**config.mk**
```make
export PLATFORM = sky130hd
export DESIGN_NAME = key_sequence_trie_matcher_top
export DESIGN_NICKNAME = d
export VERILOG_FILES = /design/src/rtl/kstm_pkg.sv /design/src/rtl/key_sequence_trie_matcher_top.sv /design/src/rtl/kstm_ctrl.sv /design/src/rtl/kstm_datapath.sv
export SDC_FILE = /design/constraint.sdc
export NUM_CORES = 2
export LEC_CHECK = 0
export BUFFER_PORTS_ARGS = -buffer_cell sky130_fd_sc_hd__buf_4
export CORE_MARGIN = 2
export CORE_UTILIZATION = 40
export CTS_BUF_LIST = sky130_fd_sc_hd__clkbuf_4
export DETAILED_ROUTE_END_ITERATION = 12
export GPL_TIMING_DRIVEN = 1
export REMOVE_ABC_BUFFERS = 1
export SKIP_CTS_REPAIR_TIMING = 1
export SYNTH_ARGS = -nofsm -noshare
export SYNTH_HDL_FRONTEND = slang
export SYNTH_HIERARCHICAL = 1
export SYNTH_SLANG_ARGS = --single-unit
```
**constraint.sdc**
```tcl
create_clock -name clk -period 16.81 [get_ports clk]
set_input_delay 3.362 -clock clk [delete_from_list [all_inputs] [get_ports clk]]
set_output_delay 3.362 -clock clk [all_outputs]
set_load 0.02 [all_outputs]
```
**src/rtl/kstm_pkg.sv**
```systemverilog
`timescale 1ns / 1ps

package kstm_pkg;

  localparam int KEY_W    = 8;
  localparam int HID_W    = 8;
  localparam int STATUS_W = 3;

  localparam logic [KEY_W-1:0] WILDCARD = 8'h2A;

  // result status codes carried on the output tuser
  typedef enum logic [STATUS_W-1:0] {
    ST_INSERTED = 3'd0,
    ST_FULL     = 3'd1,
    ST_PENDING  = 3'd2,
    ST_MATCHED  = 3'd3,
    ST_NOMATCH  = 3'd4
  } status_t;

  // how the datapath closes an item
  typedef enum logic [2:0] {
    RES_NONE      = 3'd0,
    RES_FULL      = 3'd1,
    RES_INS_FOUND = 3'd2,
    RES_INS_NEW   = 3'd3,
    RES_NOMATCH   = 3'd4,
    RES_MATCH_HIT = 3'd5
  } res_t;

  typedef struct packed {
    logic capture;
    logic rd_parent;
    logic cur_from_root;
    logic cur_from_child;
    logic cur_from_sib;
    logic alloc;
    logic finish;
    res_t res;
    logic emit;
  } cmd_t;

  typedef struct packed {
    logic is_insert;
    logic dropping;
    logic parent_root;
    logic cur_ok;
    logic key_hit;
    logic has_room;
    logic out_free;
  } stat_t;

endpackage

```
**src/rtl/key_sequence_trie_matcher_top.sv**
```systemverilog
`timescale 1ns / 1ps

// Trie matcher for key sequences.
// Input stream: one request per item. s_tuser selects the operation (0 insert a
// sequence character, 1 match a key), s_tlast marks the final character of an
// inserted sequence, s_tdata carries the character and the handler id.
// Output stream: exactly one result per request, in request order. m_tuser
// carries the status (inserted, table full, match pending, matched, no match),
// m_tdata the matched handler and the completing character, both zero
// unless the status is matched.
// Requests are handled one at a time: a request walks the children of its
// parent one sibling at a time through the single-port node tables, reading
// the parent's first child when the parent is not the root and passing
// through the alloc and link states when a node is added. The result becomes
// valid in the same cycle that the next request can be taken.
// Results go through an output register, so a new request is taken while the
// previous result waits; when the receiver stalls, the block holds the next
// result internally and stops taking requests until the register frees.
// Reset empties the trie to the root alone, returns both cursors to the root
// and clears the drop flag; no clearing pass is needed.
module key_sequence_trie_matcher_top #(
  parameter int NODE_COUNT    = 64,
  parameter int HANDLER_COUNT = 256
) (
  input  logic        clk,
  input  logic        rst,
  input  logic        s_tvalid,
  output logic        s_tready,
  input  logic [15:0] s_tdata,   // key_char [7:0], handler_id [15:8]
  input  logic        s_tuser,   // func
  input  logic        s_tlast,   // last_of_sequence
  output logic        m_tvalid,
  input  logic        m_tready,
  output logic [15:0] m_tdata,   // matched_handler [7:0], final_char [15:8]
  output logic [2:0]  m_tuser    // status
);

  kstm_pkg::cmd_t  cmd;
  kstm_pkg::stat_t stat;

  kstm_ctrl u_ctrl (
    .clk      (clk),
    .rst      (rst),
    .s_tvalid (s_tvalid),
    .s_tready (s_tready),
    .stat     (stat),
    .cmd      (cmd)
  );

  kstm_datapath #(
    .NODE_COUNT    (NODE_COUNT),
    .HANDLER_COUNT (HANDLER_COUNT)
  ) u_datapath (
    .clk      (clk),
    .rst      (rst),
    .in_func  (s_tuser),
    .in_key   (s_tdata[7:0]),
    .in_hid   (s_tdata[15:8]),
    .in_last  (s_tlast),
    .cmd      (cmd),
    .stat     (stat),
    .m_tvalid (m_tvalid),
    .m_tready (m_tready),
    .m_tdata  (m_tdata),
    .m_tuser  (m_tuser)
  );

endmodule

```
**src/rtl/kstm_ctrl.sv**
```systemverilog
`timescale 1ns / 1ps

module kstm_ctrl (
  input  logic             clk,
  input  logic             rst,
  input  logic             s_tvalid,
  output logic             s_tready,
  input  kstm_pkg::stat_t  stat,
  output kstm_pkg::cmd_t   cmd
);

  typedef enum logic [7:0] {
    S_IDLE  = 8'b0000_0001,
    S_START = 8'b0000_0010,
    S_CHILD = 8'b0000_0100,
    S_CHECK = 8'b0000_1000,
    S_CMP   = 8'b0001_0000,
    S_ALLOC = 8'b0010_0000,
    S_LINK  = 8'b0100_0000,
    S_OUT   = 8'b1000_0000
  } state_t;

  state_t state;
  state_t state_next;

  // take no request while reset is held
  assign s_tready = (state == S_IDLE) && !rst;

  always_ff @(posedge clk) begin
    if (rst) begin
      state <= S_IDLE;
    end else begin
      state <= state_next;
    end
  end

  always_comb begin
    cmd        = '0;
    cmd.res    = kstm_pkg::RES_NONE;
    state_next = state;
    case (state)
      S_IDLE: begin
        if (s_tvalid) begin
          cmd.capture = 1'b1;
          state_next  = S_START;
        end
      end
      S_START: begin
        if (stat.is_insert && stat.dropping) begin
          cmd.finish = 1'b1;
          cmd.res    = kstm_pkg::RES_FULL;
          state_next = S_OUT;
        end else if (stat.parent_root) begin
          cmd.cur_from_root = 1'b1;
          state_next        = S_CHECK;
        end else begin
          cmd.rd_parent = 1'b1;
          state_next    = S_CHILD;
        end
      end
      S_CHILD: begin
        cmd.cur_from_child = 1'b1;
        state_next         = S_CHECK;
      end
      S_CHECK: begin
        if (stat.cur_ok) begin
          state_next = S_CMP;
        end else if (!stat.is_insert) begin
          cmd.finish = 1'b1;
          cmd.res    = kstm_pkg::RES_NOMATCH;
          state_next = S_OUT;
        end else if (stat.has_room) begin
          state_next = S_ALLOC;
        end else begin
          cmd.finish = 1'b1;
          cmd.res    = kstm_pkg::RES_FULL;
          state_next = S_OUT;
        end
      end
      S_CMP: begin
        if (stat.key_hit) begin
          cmd.finish = 1'b1;
          cmd.res    = stat.is_insert ? kstm_pkg::RES_INS_FOUND : kstm_pkg::RES_MATCH_HIT;
          state_next = S_OUT;
        end else begin
          cmd.cur_from_sib = 1'b1;
          state_next       = S_CHECK;
        end
      end
      S_ALLOC: begin
        cmd.alloc  = 1'b1;
        state_next = S_LINK;
      end
      S_LINK: begin
        cmd.finish = 1'b1;
        cmd.res    = kstm_pkg::RES_INS_NEW;
        state_next = S_OUT;
      end
      S_OUT: begin
        if (stat.out_free) begin
          cmd.emit   = 1'b1;
          state_next = S_IDLE;
        end
      end
      default: begin
        state_next = S_IDLE;
      end
    endcase
  end

endmodule

```
**src/rtl/kstm_datapath.sv**
```systemverilog
`timescale 1ns / 1ps

module kstm_datapath #(
  parameter int NODE_COUNT    = 64,
  parameter int HANDLER_COUNT = 256
) (
  input  logic                          clk,
  input  logic                          rst,
  input  logic                          in_func,
  input  logic [kstm_pkg::KEY_W-1:0]    in_key,
  input  logic [kstm_pkg::HID_W-1:0]    in_hid,
  input  logic                          in_last,
  input  kstm_pkg::cmd_t                cmd,
  output kstm_pkg::stat_t               stat,
  output logic                          m_tvalid,
  input  logic                          m_tready,
  output logic [15:0]                   m_tdata,
  output logic [kstm_pkg::STATUS_W-1:0] m_tuser
);

  localparam int AW = $clog2(NODE_COUNT);
  localparam int HW = (HANDLER_COUNT >= 256) ? kstm_pkg::HID_W : $clog2(HANDLER_COUNT);
  localparam logic [AW:0] NODE_LIMIT = (AW + 1)'(NODE_COUNT);

  // captured request
  logic                       func_r;
  logic                       last_r;
  logic [kstm_pkg::KEY_W-1:0] key_r;
  logic [kstm_pkg::HID_W-1:0] hid_r;
  logic [HW-1:0]              hid_mod;

  // trie control state
  logic [AW:0]   nodes_used;
  logic [AW-1:0] ins_cur;
  logic [AW-1:0] mat_cur;
  logic          dropping;
  logic [AW-1:0] root_child;

  // walk registers
  logic [AW-1:0] cur;
  logic [AW-1:0] tail;

  // node tables
  logic [kstm_pkg::KEY_W-1:0] key_mem   [NODE_COUNT];
  logic [HW-1:0]              hdl_mem   [NODE_COUNT];
  logic [AW-1:0]              child_mem [NODE_COUNT];
  logic [AW-1:0]              sib_mem   [NODE_COUNT];
  logic [kstm_pkg::KEY_W-1:0] key_q;
  logic [HW-1:0]              hdl_q;
  logic [AW-1:0]              child_q;
  logic [AW-1:0]              sib_q;

  // pending result and output register
  kstm_pkg::status_t          res_status;
  logic [7:0]                 res_handler;
  logic [7:0]                 res_fchar;
  kstm_pkg::status_t          out_status;
  logic [7:0]                 out_handler;
  logic [7:0]                 out_fchar;
  logic                       out_valid;

  logic [AW-1:0] parent;
  logic [AW-1:0] rd_addr;
  logic [AW-1:0] new_idx;
  logic          child_ok;
  logic          link_new;
  logic          hit_leaf;
  logic          hdl_we;
  logic [AW-1:0] hdl_wa;
  logic          child_we;
  logic [AW-1:0] child_wa;
  logic [AW-1:0] child_wd;
  logic          sib_we;
  logic [AW-1:0] sib_wa;
  logic [AW-1:0] sib_wd;

  assign parent   = func_r ? mat_cur : ins_cur;
  assign rd_addr  = cmd.rd_parent ? parent : cur;
  assign new_idx  = nodes_used[AW-1:0];
  assign child_ok = (child_q != '0) && ({1'b0, child_q} < nodes_used);
  assign link_new = cmd.finish && (cmd.res == kstm_pkg::RES_INS_NEW);
  assign hit_leaf = (cmd.res == kstm_pkg::RES_MATCH_HIT) && !child_ok;

  assign stat.is_insert   = !func_r;
  assign stat.dropping    = dropping;
  assign stat.parent_root = (parent == '0);
  assign stat.cur_ok      = (cur != '0) && ({1'b0, cur} < nodes_used);
  assign stat.key_hit     = (key_q == key_r) || (func_r && (key_q == kstm_pkg::WILDCARD));
  assign stat.has_room    = (nodes_used < NODE_LIMIT);
  assign stat.out_free    = !out_valid || m_tready;

  // handler id reduced modulo HANDLER_COUNT
  if (HANDLER_COUNT >= 256) begin : g_hid_pass
    assign hid_mod = hid_r[HW-1:0];
  end else begin : g_hid_mod
    localparam int RECIP = 65536 / HANDLER_COUNT;
    localparam logic [15:0] RECIP_V = 16'(RECIP);
    localparam logic [8:0]  HC_V    = 9'(HANDLER_COUNT);
    logic [23:0] prod;
    logic [7:0]  quot;
    logic [16:0] back;
    logic [8:0]  rem1;
    // quotient from a floor reciprocal is exact or one short
    assign prod = 24'(in_hid) * 24'(RECIP_V);
    always_ff @(posedge clk) begin
      if (cmd.capture) begin
        quot <= prod[23:16];
      end
    end
    assign back    = 17'(quot) * 17'(HC_V);
    assign rem1    = {1'b0, hid_r} - back[8:0];
    assign hid_mod = (rem1 >= HC_V) ? HW'(rem1 - HC_V) : HW'(rem1);
  end

  always_ff @(posedge clk) begin
    if (cmd.capture) begin
      func_r <= in_func;
      last_r <= in_last;
      key_r  <= in_key;
      hid_r  <= in_hid;
    end
  end

  // walk: start at the parent's first child, advance along siblings
  always_ff @(posedge clk) begin
    if (cmd.cur_from_root) begin
      cur  <= root_child;
      tail <= '0;
    end else if (cmd.cur_from_child) begin
      cur  <= child_q;
      tail <= '0;
    end else if (cmd.cur_from_sib) begin
      cur  <= sib_q;
      tail <= cur;
    end
  end

  // write ports
  always_comb begin
    hdl_we   = cmd.alloc || (cmd.finish && (cmd.res == kstm_pkg::RES_INS_FOUND));
    hdl_wa   = cmd.alloc ? new_idx : cur;
    child_we = cmd.alloc || (link_new && (tail == '0) && (ins_cur != '0));
    child_wa = cmd.alloc ? new_idx : ins_cur;
    child_wd = cmd.alloc ? '0 : new_idx;
    sib_we   = cmd.alloc || (link_new && (tail != '0));
    sib_wa   = cmd.alloc ? new_idx : tail;
    sib_wd   = cmd.alloc ? '0 : new_idx;
  end

  always_ff @(posedge clk) begin
    if (cmd.alloc) begin
      key_mem[new_idx] <= key_r;
    end
    key_q <= key_mem[rd_addr];
  end

  always_ff @(posedge clk) begin
    if (hdl_we) begin
      hdl_mem[hdl_wa] <= hid_mod;
    end
    hdl_q <= hdl_mem[rd_addr];
  end

  always_ff @(posedge clk) begin
    if (child_we) begin
      child_mem[child_wa] <= child_wd;
    end
    child_q <= child_mem[rd_addr];
  end

  always_ff @(posedge clk) begin
    if (sib_we) begin
      sib_mem[sib_wa] <= sib_wd;
    end
    sib_q <= sib_mem[rd_addr];
  end

  // cursors, fill count and drop flag
  always_ff @(posedge clk) begin
    if (rst) begin
      nodes_used <= (AW + 1)'(1);
      ins_cur    <= '0;
      mat_cur    <= '0;
      dropping   <= 1'b0;
      root_child <= '0;
    end else if (cmd.finish) begin
      case (cmd.res)
        kstm_pkg::RES_FULL: begin
          ins_cur  <= '0;
          dropping <= !last_r;
        end
        kstm_pkg::RES_INS_FOUND: begin
          ins_cur <= last_r ? '0 : cur;
        end
        kstm_pkg::RES_INS_NEW: begin
          ins_cur    <= last_r ? '0 : new_idx;
          nodes_used <= nodes_used + 1'b1;
          if ((tail == '0) && (ins_cur == '0)) begin
            root_child <= new_idx;
          end
        end
        kstm_pkg::RES_NOMATCH: begin
          mat_cur <= '0;
        end
        kstm_pkg::RES_MATCH_HIT: begin
          mat_cur <= child_ok ? cur : '0;
        end
        default: begin
        end
      endcase
    end
  end

  always_ff @(posedge clk) begin
    if (cmd.finish) begin
      // handler and character only on a leaf hit, zero otherwise
      res_handler <= hit_leaf ? 8'(hdl_q) : 8'd0;
      res_fchar   <= hit_leaf ? key_r : 8'd0;
      case (cmd.res)
        kstm_pkg::RES_FULL: begin
          res_status <= kstm_pkg::ST_FULL;
        end
        kstm_pkg::RES_INS_FOUND, kstm_pkg::RES_INS_NEW: begin
          res_status <= kstm_pkg::ST_INSERTED;
        end
        kstm_pkg::RES_MATCH_HIT: begin
          res_status <= child_ok ? kstm_pkg::ST_PENDING : kstm_pkg::ST_MATCHED;
        end
        default: begin
          res_status <= kstm_pkg::ST_NOMATCH;
        end
      endcase
    end
  end

  // output register
  always_ff @(posedge clk) begin
    if (rst) begin
      out_valid <= 1'b0;
    end else if (cmd.emit) begin
      out_valid <= 1'b1;
    end else if (m_tready) begin
      out_valid <= 1'b0;
    end
  end

  always_ff @(posedge clk) begin
    if (cmd.emit) begin
      out_status  <= res_status;
      out_handler <= res_handler;
      out_fchar   <= res_fchar;
    end
  end

  assign m_tvalid = out_valid;
  assign m_tdata  = {out_fchar, out_handler};
  assign m_tuser  = out_status;

  a_used_range: assert property (@(posedge clk) disable iff (rst)
    (nodes_used != '0) && (nodes_used <= NODE_LIMIT))
    else $error("node fill count out of range");

  a_ins_cur: assert property (@(posedge clk) disable iff (rst)
    {1'b0, ins_cur} < nodes_used)
    else $error("insert cursor points past allocated nodes");

  a_mat_cur: assert property (@(posedge clk) disable iff (rst)
    {1'b0, mat_cur} < nodes_used)
    else $error("match cursor points past allocated nodes");

  a_grow: assert property (@(posedge clk) disable iff (rst)
    link_new |=> (nodes_used == $past(nodes_used) + 1'b1))
    else $error("new node did not advance the fill count");

  a_alloc_room: assert property (@(posedge clk) disable iff (rst)
    cmd.alloc |-> stat.has_room)
    else $error("allocation with a full node table");

endmodule

```
==> out/qor.txt <==
Outcome -> finished clean
Port Buf Inserts -> 42
Arr. time, crit path -> 4.79 ns
Total CTS buffers -> 537
Layout area overhead -> 9.58%
Setup crit start -> rst
Largest net degree at the start of global routing -> 249
Total Neg Setup Slack -> 0 ns
Area of the mapped netlist -> 89200 um2
Vias/cell -> 6.37
Sequential fraction of the synthesis area -> 64.0%
Post-synth EDFFs -> 1854
Hold Fails Final Rpt -> 0
Worst path required time -> 13.45 ns
Row Count -> 173
Storage cell area -> 57100 um2
Peak supply drop -> 0.0750 mV
Post-layout util -> 44.1%
Hold Startpoint -> u_datapath/res_fchar[7]
Final nets -> 7729
Crit start category -> input port
Slew of the pin with the lowest slew margin -> 1.38 ns
# placed instances -> 10100
R2r startpoint -> u_ctrl/state[2]
Vias in the first global route -> 67000
Clock Latency Late Sink -> 1.44 ns
Clock network power share -> 42.4%
Post-DRT Antenna Nets -> 0
Die width -> 476 um
Vias -> 70300
# setup viols final -> 0
Synth Area per Inst -> 11.5 um2
Number of I/O pins -> 43
Reg clk slew, reported paths -> 0.06 ns
GPL Wtd Cong -> 0.843
# DRC -> 0
CTS tree -> yes
Worst hold path type -> register to register
FFs w/ async S/R, synth -> 0%
Sw power -> 2230 uW
Final global-route overflow total -> 0
GRT Total Usage -> 22.9%
Switching Share -> 22.9%
Crit Path Class -> input port to output pin
Initial Util -> 40.2%
Logic pwr share -> 3.6%
Clk sinks -> 1923
Hold_ws -> 0.414 ns
Mapped Cells -> 7790
Clock Tree Buf Depth -> 4
Seq pwr share -> 54.0%
Height of the die -> 476 um
Top_reg_cell synth -> edfxtp_1
DR iter-0 viols -> 9214
Die area -> 227000 um2
Hpwl dp -> 145 mm
Number of synthesized register bits -> 1923
RSZ-0062 raised after global routing -> no
Root Buffer -> clkbuf_4
Leak Pwr -> 0.0304 uW
Power per cell area -> 99.7 nW/um2
Unique masters post-synth -> 66
Fin. max-slew vios -> 0
Layout cells sized above 1 -> 12.7%
Rel. slew slack -> 8.28%
WL per Instance -> 24.6 um
Fillers -> 20300
Crit-path max FO -> 31
Skew final -> 0.119 ns
Post-route insts no fill -> 11000
Minimum clock period after layout -> 8.15 ns
Area of the core -> 222000 um2
Initial antenna violation count -> 6
Period utilisation layout -> 48.5%
Cell-internal power -> 7510 uW
Post-Route WL -> 271 mm
TritonRoute pass-1 iters -> 6
YS warnings -> 6
H-tree levels -> 6
Critical path endpoint category -> output pin
Total power -> 9750 uW
Max Cap Viol -> 0
First-pass GRT wire length -> 409 mm
Max Clock Freq -> 123 MHz
Multi-input gate area -> 29100 um2
final cells by class:
class / count / share of cell area (%)
diodes: 12 / 0.0307
multi-input cells: 5060 / 29.8
flip-flops and latches: 1923 / 58.4
clock inverters: 96 / 0.442
repair buffers: 151 / 1.35
inverters: 23 / 0.0883
well taps: 2975 / 3.81
clock buffers: 794 / 6.10
state kept, by name (all words and copies together) (netlist names), 384 cells and up:
name,cells
u_datapath/hdl_mem,512
u_datapath/key_mem,512
u_datapath/child_mem,384
u_datapath/sib_mem,384
power by group through the flow:
stage,Clock [uW],Combinational (uW),Sequential [uW]
3_5_place_dp,0,346,5360
3_3_place_gp,0,341,5360
5_1_grt,4490,376,5260
6_report,4130,352,5260
4_1_cts,4230,347,5260
2_1_floorplan,0,430,5380
synth_stat cells, types with 3 or more instances:
cell type | instances | share of area, %
a211oi_1 | 5 | 0.042
a21o_1 | 10 | 0.084
a21oi_1 | 234 | 1.3
a221o_1 | 29 | 0.33
a221oi_1 | 57 | 0.56
a22o_1 | 60 | 0.59
a22oi_1 | 902 | 7.6
a31oi_1 | 449 | 3.1
and2_1 | 17 | 0.12
and3_1 | 3 | 0.021
buf_1 | 75 | 0.32
buf_2 | 94 | 0.53
buf_6 | 4 | 0.050
clkbuf_1 | 610 | 2.6
dfxtp_1 | 69 | 1.5
edfxtp_1 | 1854 | 62
ha_1 | 11 | 0.15
inv_1 | 20 | 0.084
mux2_2 | 6 | 0.076
mux2i_1 | 29 | 0.33
nand2_1 | 212 | 0.89
nand2b_1 | 11 | 0.077
nand3_1 | 2146 | 12
nand3b_1 | 5 | 0.042
nand4_1 | 12 | 0.084
nor2_1 | 375 | 1.6
nor2b_1 | 5 | 0.035
nor3_1 | 124 | 0.70
nor3b_1 | 7 | 0.059
nor4_1 | 8 | 0.056
nor4b_1 | 4 | 0.039
o21ai_0 | 55 | 0.31
o21ai_1 | 24 | 0.13
o22ai_1 | 144 | 1.0
o31ai_1 | 64 | 0.54
or3_1 | 5 | 0.035
xnor2_1 | 14 | 0.14
metal layers:
| metal | vias up | track usage, % | share of wire, % |
|---|---|---|---|
| li1 | 31200 | - | - |
| met1 | 34900 | 30.9 | 41 |
| met2 | 3664 | 35.6 | 47 |
| met3 | 556 | 4.48 | 8.7 |
| met4 | 0 | 10.2 | 3.8 |
| met5 | - | 0 | 0 |
critical path, stage by stage:
cell and delay [ns]:
buf_4 0.22, nor4_2 0.81, buf_4 0.23, buf_4 0.13
final timing paths:
| kind | slack (ns) | cells after the start | to |
|---|---|---|---|
| setup / recovery | 8.66 | 4 | s_tready |
| hold / removal | 0.41 | 0 | u_datapath/out_fchar[7] |
| setup reg to reg | 8.78 | 16 | u_datapath/key_q[6] |
| hold reg to reg | 0.41 | 0 | u_datapath/out_fchar[7] |
placed cells by master, fill, tap and decap left out, types with 124 or more instances in the layout:
master,n
edfxtp_1,1854
nand2_1,208
nand3_1,2146
o22ai_1,144
nor3_1,124
a21oi_1,234
a31oi_1,449
clkbuf_4,794
a22oi_1,902
nor2_1,363
buf_4,136
kinds of logic (layout without fill, tap and decap cells):
logic type | after synthesis | count (layout) | share of synthesized area (%)
XOR/XNOR | 15 | 15 | 0.147
flip-flops | 1923 | 1923 | 64.0
AO/OA/AOI/OAI | 2047 | 2047 | 15.8
adder cells (fa/ha/maj) | 11 | 11 | 0.154
multiplexers | 37 | 37 | 0.433
AND/OR/NAND/NOR | 2950 | 2950 | 15.9
buffers and inverters | 807 | 1064 | 3.57
other | 0 | 12 | 0
stage by stage:
| stage | cell area [um2] | setup WS (ns) |
|---|---|---|
| after floorplan | 86100 | -445.33 |
| after global placement | 91300 | 8.08 |
| after detailed placement | 91300 | 8.61 |
| after CTS | 97700 | 8.60 |
| after global routing | 97800 | 8.55 |
| final | 97800 | 8.66 |
No activity file was read; power rests on OpenSTA's default activity.
